[config.mk]
export PLATFORM = sky130hd
export DESIGN_NAME = sliding_median_filter
export DESIGN_NICKNAME = d
export VERILOG_FILES = /design/src/smf_pkg.sv /design/src/sliding_median_filter.sv /design/src/smf_cell.sv /design/src/smf_chain.sv
export SDC_FILE = /design/constraint.sdc
export NUM_CORES = 2
export LEC_CHECK = 0
export ABC_AREA = 1
export BUFFER_PORTS_ARGS = -buffer_cell sky130_fd_sc_hd__buf_2
export CORE_ASPECT_RATIO = 0.6
export CORE_UTILIZATION = 29
export DETAILED_ROUTE_END_ITERATION = 10
export GPL_ROUTABILITY_DRIVEN = 0
export PLACE_DENSITY_LB_ADDON = 0.15
export REMOVE_ABC_BUFFERS = 1
export SYNTH_ARGS = -nofsm -noshare
export SYNTH_HDL_FRONTEND = slang
export SYNTH_HIERARCHICAL = 1
export SYNTH_SLANG_ARGS = --single-unit
[constraint.sdc]
create_clock -name clk -period 12.76 [get_ports clk]
set_input_delay 1.276 -clock clk [delete_from_list [all_inputs] [get_ports clk]]
set_output_delay 1.276 -clock clk [all_outputs]
set_load 0.01 [all_outputs]
[src/smf_pkg.sv]
`timescale 1ns / 1ps
// ----------------------------------------------------------------------------
// smf_pkg
// Shared types and constants of the sliding median filter.
// ----------------------------------------------------------------------------
package smf_pkg;

  localparam int SAMPLE_W = 12;
  localparam int TDATA_W  = 16;

  // command broadcast from the controller to every cell of the window
  typedef struct packed {
    logic                push;  // shift one sample into the window
    logic                load;  // line start: fill the window with x
    logic [SAMPLE_W-1:0] x;     // sample being pushed
  } smf_cmd_t;

endpackage

[src/sliding_median_filter.sv]
`timescale 1ns / 1ps
// A result is registered: it appears on out_tvalid in the cycle after the push that causes it.
// Throughput: one sample per cycle while the output is not stalled; after a sample with
//   tlast the input stays blocked while the line tail is flushed.
// The sorted cell row takes each push in a single register update; a stalled output holds the push.
// Reset (rst_n low, synchronous) clears the line count, flush state and output valid.
// ----------------------------------------------------------------------------
// sliding_median_filter
// Upper-median filter over a line of samples with edge padding, built on a
// sorted row of cells with age tags.
// ----------------------------------------------------------------------------
module sliding_median_filter #(
  parameter int HALF_WINDOW = 10
) (
  input  logic                        clk,
  input  logic                        rst_n,
  input  logic                        in_tvalid,
  output logic                        in_tready,
  input  logic [smf_pkg::TDATA_W-1:0] in_tdata,   // [11:0] sample
  input  logic                        in_tlast,   // end_of_line
  output logic                        out_tvalid,
  input  logic                        out_tready,
  output logic [smf_pkg::TDATA_W-1:0] out_tdata,  // [11:0] median
  output logic                        out_tlast   // last_out
);
  import smf_pkg::*;

  localparam int   CNT_W  = $clog2(HALF_WINDOW + 1);
  localparam logic ONE_HW = (HALF_WINDOW == 1);

  logic [CNT_W-1:0]    count_r,    count_nxt;
  logic [CNT_W-1:0]    left_r,     left_nxt;
  logic                flushing_r, flushing_nxt;
  logic [SAMPLE_W-1:0] hold_r,     hold_nxt;
  logic                ovalid_r,   ovalid_nxt;
  logic [SAMPLE_W-1:0] omed_r,     omed_nxt;
  logic                olast_r,    olast_nxt;

  logic                slot_free;
  logic                acc;
  logic                fpush;
  logic                emit;
  logic                last;
  logic [SAMPLE_W-1:0] median_nxt;
  smf_cmd_t            cmd;

  assign slot_free = !ovalid_r || out_tready;
  assign in_tready = !flushing_r && slot_free;
  assign acc       = in_tvalid && in_tready;
  assign fpush     = flushing_r && slot_free;

  always_comb begin
    cmd.push = acc || fpush;
    cmd.x    = flushing_r ? hold_r : in_tdata[SAMPLE_W-1:0];
    cmd.load = acc && (count_r == '0);
    emit     = cmd.push && (count_r >= CNT_W'(HALF_WINDOW - 1));
    last     = (acc && in_tlast && ONE_HW) || (fpush && (left_r == CNT_W'(1)));

    count_nxt    = count_r;
    left_nxt     = left_r;
    flushing_nxt = flushing_r;
    hold_nxt     = hold_r;
    if (last) begin
      count_nxt = '0;
    end else if (cmd.push && (count_r < CNT_W'(HALF_WINDOW))) begin
      count_nxt = count_r + CNT_W'(1);
    end
    if (acc && in_tlast && !ONE_HW) begin
      // tail padding: repeat the last sample HALF_WINDOW-1 more times
      flushing_nxt = 1'b1;
      left_nxt     = CNT_W'(HALF_WINDOW - 1);
      hold_nxt     = cmd.x;
    end else if (fpush) begin
      left_nxt = left_r - CNT_W'(1);
      if (left_r == CNT_W'(1)) begin
        flushing_nxt = 1'b0;
      end
    end

    ovalid_nxt = ovalid_r;
    omed_nxt   = omed_r;
    olast_nxt  = olast_r;
    if (emit) begin
      ovalid_nxt = 1'b1;
      omed_nxt   = median_nxt;
      olast_nxt  = last;
    end else if (out_tready) begin
      ovalid_nxt = 1'b0;
    end
  end

  always_ff @(posedge clk) begin
    if (!rst_n) begin
      count_r    <= '0;
      flushing_r <= 1'b0;
      ovalid_r   <= 1'b0;
    end else begin
      count_r    <= count_nxt;
      flushing_r <= flushing_nxt;
      ovalid_r   <= ovalid_nxt;
    end
  end

  always_ff @(posedge clk) begin
    left_r  <= left_nxt;
    hold_r  <= hold_nxt;
    omed_r  <= omed_nxt;
    olast_r <= olast_nxt;
  end

  smf_chain #(
    .HALF_WINDOW (HALF_WINDOW)
  ) u_chain (
    .clk        (clk),
    .cmd        (cmd),
    .median_nxt (median_nxt)
  );

  assign out_tvalid = ovalid_r;
  assign out_tdata  = {{(TDATA_W - SAMPLE_W){1'b0}}, omed_r};
  assign out_tlast  = olast_r;

endmodule

[src/smf_cell.sv]
`timescale 1ns / 1ps
// ----------------------------------------------------------------------------
// smf_cell
// One slot of the sorted window: holds a sample and its age, and on a push
// takes its new contents from itself, a neighbor or the incoming sample.
// ----------------------------------------------------------------------------
module smf_cell #(
  parameter int WIN_LEN = 20,
  parameter int IDX     = 0
) (
  input  logic                                 clk,
  input  smf_pkg::smf_cmd_t                    cmd,
  input  logic [smf_pkg::SAMPLE_W-1:0]         left_val,
  input  logic                                 left_le,
  input  logic [$clog2(WIN_LEN)-1:0]           left_age,
  input  logic [smf_pkg::SAMPLE_W-1:0]         right_val,
  input  logic                                 right_le,
  input  logic [$clog2(WIN_LEN)-1:0]           right_age,
  input  logic                                 del_in,
  output logic                                 del_out,
  output logic [smf_pkg::SAMPLE_W-1:0]         val,
  output logic                                 le,
  output logic [$clog2(WIN_LEN)-1:0]           age,
  output logic [smf_pkg::SAMPLE_W-1:0]         val_nxt
);
  import smf_pkg::*;

  localparam int AGE_W = $clog2(WIN_LEN);

  logic [SAMPLE_W-1:0] value_r;
  logic [AGE_W-1:0]    age_r;
  logic [AGE_W-1:0]    age_nxt;
  logic [SAMPLE_W-1:0] cur_val;
  logic                cur_le;
  logic [AGE_W-1:0]    cur_age;
  logic [SAMPLE_W-1:0] prev_val;
  logic                prev_le;
  logic [AGE_W-1:0]    prev_age;
  logic                del_here;

  assign val = value_r;
  assign age = age_r;

  always_comb begin
    le       = (value_r <= cmd.x);
    del_here = (age_r == AGE_W'(WIN_LEN - 1));
    del_out  = del_in || del_here;
    // at or right of the oldest entry the window closes up from the right
    cur_val  = del_out ? right_val : value_r;
    cur_le   = del_out ? right_le  : le;
    cur_age  = del_out ? right_age : age_r;
    prev_val = del_in  ? value_r   : left_val;
    prev_le  = del_in  ? le        : left_le;
    prev_age = del_in  ? age_r     : left_age;
    val_nxt  = value_r;
    age_nxt  = age_r;
    if (cmd.load) begin
      val_nxt = cmd.x;
      age_nxt = AGE_W'(IDX);
    end else if (cmd.push) begin
      if (cur_le) begin
        val_nxt = cur_val;
        age_nxt = cur_age + AGE_W'(1);
      end else if (prev_le) begin
        val_nxt = cmd.x;
        age_nxt = '0;
      end else begin
        val_nxt = prev_val;
        age_nxt = prev_age + AGE_W'(1);
      end
    end
  end

  always_ff @(posedge clk) begin
    value_r <= val_nxt;
    age_r   <= age_nxt;
  end

endmodule

[src/smf_chain.sv]
`timescale 1ns / 1ps
// ----------------------------------------------------------------------------
// smf_chain
// Row of cells that keeps the window sorted; the rank HALF_WINDOW cell
// gives the upper median of the window after the current push.
// ----------------------------------------------------------------------------
module smf_chain #(
  parameter int HALF_WINDOW = 10
) (
  input  logic                         clk,
  input  smf_pkg::smf_cmd_t            cmd,
  output logic [smf_pkg::SAMPLE_W-1:0] median_nxt
);
  import smf_pkg::*;

  localparam int WIN_LEN = 2 * HALF_WINDOW;
  localparam int AGE_W   = $clog2(WIN_LEN);

  logic [SAMPLE_W-1:0] val     [WIN_LEN];
  logic                le      [WIN_LEN];
  logic [AGE_W-1:0]    age     [WIN_LEN];
  logic [SAMPLE_W-1:0] val_nxt [WIN_LEN];
  logic                del     [WIN_LEN+1];

  assign del[0]     = 1'b0;
  assign median_nxt = val_nxt[HALF_WINDOW];

  for (genvar i = 0; i < WIN_LEN; i++) begin : g_cell
    logic [SAMPLE_W-1:0] l_val;
    logic                l_le;
    logic [AGE_W-1:0]    l_age;
    logic [SAMPLE_W-1:0] r_val;
    logic                r_le;
    logic [AGE_W-1:0]    r_age;

    if (i == 0) begin : g_lb
      // nothing to the left: behaves as minus infinity
      assign l_val = '0;
      assign l_le  = 1'b1;
      assign l_age = '0;
    end else begin : g_ln
      assign l_val = val[i-1];
      assign l_le  = le[i-1];
      assign l_age = age[i-1];
    end

    if (i == WIN_LEN - 1) begin : g_rb
      // nothing to the right: behaves as plus infinity
      assign r_val = '0;
      assign r_le  = 1'b0;
      assign r_age = '0;
    end else begin : g_rn
      assign r_val = val[i+1];
      assign r_le  = le[i+1];
      assign r_age = age[i+1];
    end

    smf_cell #(
      .WIN_LEN (WIN_LEN),
      .IDX     (i)
    ) u_cell (
      .clk       (clk),
      .cmd       (cmd),
      .left_val  (l_val),
      .left_le   (l_le),
      .left_age  (l_age),
      .right_val (r_val),
      .right_le  (r_le),
      .right_age (r_age),
      .del_in    (del[i]),
      .del_out   (del[i+1]),
      .val       (val[i]),
      .le        (le[i]),
      .age       (age[i]),
      .val_nxt   (val_nxt[i])
    );
  end

endmodule

# Word-level counts from Yosys, hierarchy flattened

Cells that the tools add are included.

Reduce and logical (&&, ||, !) cells: 39
Bitwise logic cells: 1
$lt $le $gt $ge: 22
Mux-type cells: 184
Add/subtract/negate cells: 22
Equal/unequal tests: 22

Operators with widths:

| kind                                                               | count |
|---|---|
| 12-bit 2-to-1 mux                                                  | 100 |
| 5-bit 2-to-1 mux                                                   | 59 |
| 12-bit less-or-equal comparator                                    | 20 |
| 5-bit by 1-bit adder with 5-bit output, second input constant      | 20 |
| 5-bit == test, second input constant                               | 20 |
| 1-bit 2-to-1 mux                                                   | 25 |
| 1-bit logical OR                                                   | 21 |
| 1-bit logical AND                                                  | 8 |
| 2-bit nonzero test                                                 | 4 |
| 4-bit by 1-bit adder with 4-bit output, second input constant      | 1 |
| 4-bit by 1-bit == test with 1-bit output, second input constant    | 1 |
| 4-bit greater-or-equal comparator, second input constant           | 1 |
| 4-bit zero test                                                    | 1 |
| 4-bit < comparator, second input constant                          | 1 |
| 2-bit AND reduction                                                | 2 |
| 4-bit by 1-bit subtractor with 4-bit output, second input constant | 1 |
| 3-bit != test, second input constant                               | 1 |
| 1-bit zero test                                                    | 2 |
| 2-bit OR reduction                                                 | 1 |
| 1-bit NOT                                                          | 1 |

Word-level logic and storage cells: 337
Bits in registers: 375
Input bits: 21
Output and inout port bits: 19

# Logic depth before layout (Yosys ltp)

Word-level depth: 24
Depth in mapped cells: 86
Gate-level depth less buffers: 51

# Hierarchy

The synthesis kept the hierarchy.

Modules (own cells, without submodules):

| module                               | times used | cells an instance | sequential area each (µm²) | area each (µm²) |
|---|---|---|---|---|
| smf_cell (u_chain.g_cell[7].u_cell)  | 1          | 379               | 340.3                      | 2174.6 |
| smf_cell (u_chain.g_cell[0].u_cell)  | 1          | 381               | 340.3                      | 2159.6 |
| smf_cell (u_chain.g_cell[19].u_cell) | 1          | 380               | 340.3                      | 2158.3 |
| smf_cell (u_chain.g_cell[14].u_cell) | 1          | 380               | 340.3                      | 2155.8 |
| smf_cell (u_chain.g_cell[17].u_cell) | 1          | 382               | 340.3                      | 2154.6 |
| smf_cell (u_chain.g_cell[12].u_cell) | 1          | 383               | 340.3                      | 2153.3 |
| smf_cell (u_chain.g_cell[3].u_cell)  | 1          | 379               | 340.3                      | 2153.3 |
| smf_cell (u_chain.g_cell[5].u_cell)  | 1          | 381               | 340.3                      | 2150.8 |
| smf_cell (u_chain.g_cell[2].u_cell)  | 1          | 379               | 340.3                      | 2147.1 |
| smf_cell (u_chain.g_cell[8].u_cell)  | 1          | 386               | 340.3                      | 2144.6 |
| smf_cell (u_chain.g_cell[6].u_cell)  | 1          | 379               | 340.3                      | 2139.6 |
| smf_cell (u_chain.g_cell[9].u_cell)  | 1          | 386               | 340.3                      | 2139.6 |
| smf_cell (u_chain.g_cell[16].u_cell) | 1          | 383               | 340.3                      | 2132.0 |
| smf_cell (u_chain.g_cell[4].u_cell)  | 1          | 381               | 340.3                      | 2118.3 |
| +8 rows                              | -          | -                 | -                          | - |

# Least setup slack after synthesis

Ideal clock, no wire load.

Kind: reg2reg
Start point: reg u_chain.g_cell[0].u_cell.age_r[2]
End point: reg u_chain.g_cell[19].u_cell.age_r[4]
Library setup time: 0.115 ns
Buffers on the path: 35
Stages on the path, launching flop included: 85
Period minus slack after synthesis: 11.388 ns
Arrival time: 11.273 ns
Path slack: 1.372 ns
Required time: 12.645 ns
Path through: dfxtp_1 -> nor2_2 -> nand3_2 -> nand2_4 -> buf_4 -> buf_2 -> inv_2 -> nand2_4 -> buf_4 -> buf_2 -> inv_2 -> nand2_4 -> buf_4 -> buf_2 -> inv_2 -> nand2_4 -> buf_4 -> buf_2 -> [49 not listed] -> nand2_2 -> buf_4 -> buf_2 -> inv_2 -> nand2_4 -> buf_4 -> buf_2 -> buf_2 -> nand2_1 -> o21a_1 -> ha_1 -> nand3_1 -> xor2_1 -> inv_1 -> nand2_1 -> nand2_1 -> nand3_1 -> nand2_1

RTL lines:

| what                   | line           | RTL |
|---|---|---|
| from (decl)            | smf_cell.sv:31 | `logic [AGE_W-1:0] age_r;` |
| from (signal assigned) | smf_cell.sv:76 | `age_r <= age_nxt;` |
| to (signal assigned)   | smf_cell.sv:76 |  |
| to (decl)              | smf_cell.sv:31 |  |

==> results.txt <==
----------------------------------------------------
[Route]
  First-iteration detailed-routing DRC count ... around 3600
  Routed Wire Length ... around 150 mm
  Residual DRC ... 0
  Number of nets with antenna violations after routing ... 0
  Wire length on met3 ... approximately 10 mm
  Uppermost routed layer ... met4
  Via count ... about 46000
  Total routed wire length on the met1 layer ... approximately 80 mm
  Sum of met2 wire segment lengths after detailed routing ... 54.3 mm
  Length of the first detailed-routing pass in iterations ... 7
  Average routed wire per standard cell ... 15.5 um
  Ratio of routed vias to standard cells ... slightly below 5

[CTS]
  Post-CTS setup buffer count ... 0
  Buffer levels on the longest clock path ... 3
  Total of cells resized after clock tree synthesis ... 0
  Root buffer selected by CTS ... sky130_fd_sc_hd__clkbuf_16
  Clk sinks ... roughly 380
  Clock-pin slew reported for the worst setup and hold paths after clock tree synthesis ... around 0.06 ns
  Clock insertion delay at the later pin of the skew report ... 0.65 ns
  TritonCTS clock tree ... yes
  Post-cts hold buffer count ... 0
  Number of clock buffers inserted by TritonCTS ... 50
  H-tree Lvls ... 2

[GRT]
  Via count of the first global-routing pass ... approximately 42000
  Pin count of the biggest net entering global routing ... 172
  Total routing resource utilization after global routing ... 18.8%
  Global route overflow ... 0
  Number of antenna violations at the first check in global routing ... 3
  Wire length of the first global-routing pass ... about 240 mm

[Floorplanning]
  Initial cell density of the core ... 29.3%
  Total die area ... roughly 150000 um2
  Std cell rows ... 110
  Chip height ... 304 um
  Top-Level Pins ... 40
  Floorplan core area ... 150000 um2
  Width of the chip ... a little over 500 um

[Layout]
  Fillers ... approximately 17000
  Finished layout cell area ... between 40000 and 50000 um2
  Final layout net count ... 7863
  Post-layout utilization of the core ... 31.0%
  Layout cell share with drive strength beyond 1 ... 7.45%
  Synthesis-to-finish area growth ... 5.83%

[Timing]
  Rel. slew slack ... between 20% and 30%
  Worst hold margin ... 0.478 ns
  Final setup viols ... 0
  Max Slew Vio Count ... 0
  Least-Margin Pin Slew ... between 1 and 1.5 ns
  Clock skew ... ~0.031 ns
  Fin crit share ... roughly 72%
  Max frequency ... approximately 0.11 GHz
  Minimum clock period after layout ... roughly 9.2 ns
  Setup repair after global routing missed its margin ... false
  Final hold viol count ... 0

[Synthesis]
  Post-synthesis instance area ... approximately 44000 um2
  Synthesized flop and latch total ... approximately 380
  Share of synthesized registers carrying an async set or reset ... 0%
  Main flop type after synthesis ... sky130_fd_sc_hd__dfxtp_1
  Average cell area after synthesis ... ~5.7 um2
  Top area cells in the synthesized netlist ... sky130_fd_sc_hd__nand2_1 25%, sky130_fd_sc_hd__dfxtp_1 16%, sky130_fd_sc_hd__inv_1 9.0%
  Top post-synthesis cells by count ... 2880 x sky130_fd_sc_hd__nand2_1, 1052 x sky130_fd_sc_hd__inv_1, 731 x sky130_fd_sc_hd__nand3_1
  Share of Yosys cell area claimed by the top area cell type ... 24.5%
  Distinct cells, synth ... 45
  Top-count cell post-synth ... sky130_fd_sc_hd__nand2_1
  Number of enable flip-flop cells after synthesis ... 25
  Library cell with the largest summed area after synthesis ... sky130_fd_sc_hd__nand2_1
  Post-synthesis cell count ... roughly 7800
  Part of the Yosys area used for sequential elements ... 17.6%
  Yosys warnings ... 6

[Hold path]
  Worst hold path depth ... 2
  Start point of the worst min-delay path ... left_r[3]
  Hold Path Class ... reg -> reg
  Hold-critical path endpoint ... left_r[3]

[Worst setup path]
  Cell at the slowest stage of the critical path ... sky130_fd_sc_hd__or2_1
  Worst reg2reg setup slack ... approximately 3.5 ns
  Startpoint class of the critical path ... flip-flop
  RR Endpoint ... u_chain/g_cell[19].u_cell/age[3]
  Highest cell delay on the worst timing path ... around 0.65 ns
  Kind of critical path ... reg -> reg
  Sort of element at the end of the critical path ... flip-flop
  Maximum net fanout on the critical path ... 65
  Worst Path Required ... 13.30 ns
  Data arrival time of the critical path ... between 9 and 10 ns
  Worst R2R Path Depth ... 48
  Cell type with the highest occurrence count on the critical path ... sky130_fd_sc_hd__inv_2
  Startpoint of the lowest-slack register-to-register path ... u_chain/g_cell[0].u_cell/age[2]

[Job]
  Maximum capacitance violations ... 0

[Place]
  Instance area at placement ... 44900 um2
  DP HPWL ... approximately 110 mm
  Port Buffer Count ... 31

[Run status]
  Status ... finished, final reports clean

----------------------------------------------------
[area by class of cell]
cell class                 instances  area [um2]  share of cell area (%)
antenna                            3        7.51                  0.0161
clock buffer                      74        1490                    3.20
clock inverter                    17         235                   0.504
inverter                        1227        4620                    9.89
multi-input combinational       5823       29500                    63.2
sequential                       375        7760                    16.6
tap                             2016        2520                    5.40
timing repair buffer              80         561                    1.20
[worst max path at each step]
| stage | from | end | cells past startpoint |
|---|---|---|---|
| finish | u_chain/g_cell[0].u_cell/age[2] | u_chain/g_cell[19].u_cell/age[3] | 48 |
| floorplan | out_tready | u_chain/g_cell[0].u_cell/age[2] | 7 |
| global placement | u_chain/g_cell[0].u_cell/age[2] | u_chain/g_cell[19].u_cell/age[3] | 48 |
| detailed placement | u_chain/g_cell[0].u_cell/age[2] | u_chain/g_cell[19].u_cell/age[3] | 48 |
| CTS | u_chain/g_cell[0].u_cell/age[2] | u_chain/g_cell[19].u_cell/age[3] | 48 |
| global route | u_chain/g_cell[0].u_cell/age[2] | u_chain/g_cell[19].u_cell/age[3] | 48 |
[metrics by stage]
step	setup WS, ns	setup TNS [ns]	cells
finish	3.55	0	9615
global route	2.45	0	9613
CTS	3.54	0	9612
detailed placement	3.56	0	9521
global placement	3.66	0	9521
floorplan	-18.02	-5556.86	7425
[metal layers]
metal	vias up	track usage, %
li1	24024	-
met1	21168	30.2
met2	951	25.3
met3	83	3.63
met4	0	2.61
met5	-	0
[cell usage in the layout (no fill, tap or decap), types with 31 or more instances in the layout]
cell type | netlist | routed
sky130_fd_sc_hd__buf_2 | 100 | 31
sky130_fd_sc_hd__clkbuf_16 | 0 | 52
sky130_fd_sc_hd__buf_4 | 53 | 46
sky130_fd_sc_hd__clkinv_1 | 98 | 98
sky130_fd_sc_hd__dfxtp_1 | 350 | 350
sky130_fd_sc_hd__inv_2 | 76 | 76
sky130_fd_sc_hd__nand3_2 | 186 | 186
sky130_fd_sc_hd__nand3_1 | 731 | 731
sky130_fd_sc_hd__xor2_1 | 73 | 73
sky130_fd_sc_hd__nand2_1 | 2880 | 2868
sky130_fd_sc_hd__a21oi_1 | 375 | 375
sky130_fd_sc_hd__conb_1 | 3 | 42
sky130_fd_sc_hd__o21ai_0 | 696 | 696
sky130_fd_sc_hd__nor2_1 | 216 | 215
sky130_fd_sc_hd__nand2_2 | 23 | 34
sky130_fd_sc_hd__ha_1 | 285 | 285
sky130_fd_sc_hd__nand4_1 | 49 | 49
sky130_fd_sc_hd__inv_1 | 1052 | 1051
[cell families after synthesis]
family	count (synthesis)	synth area share, %
and+or+nand+nor	4225	42.6
buffers and inverters	1625	16.0
AOI/OAI and AO/OA	1178	13.8
DFF	375	17.6
adders and majority gates	285	8.09
xor gates and xnor gates	77	1.53
muxes	16	0.363
other	3	0.0255
[critical path, delay by kind of cell, from the launching register on]
family	cells	cell delay, ns
and+or+nand+nor	27	4.62
buffers and inverters	21	3.87
DFF	1	0.45
[sequential cells by signal, indices dropped and copies added, names as in the netlist]
register	flops
u_chain/g_cell.u_cell/age	100
out_tvalid	1
omed_r	12
u_chain/g_cell.u_cell/val	240
count_r	4
flushing_r	1
out_tlast	1
left_r	4
hold_r	12
Power is not shown: default switching activity piles up to over one toggle a cycle in this logic, so the estimate is an artifact.
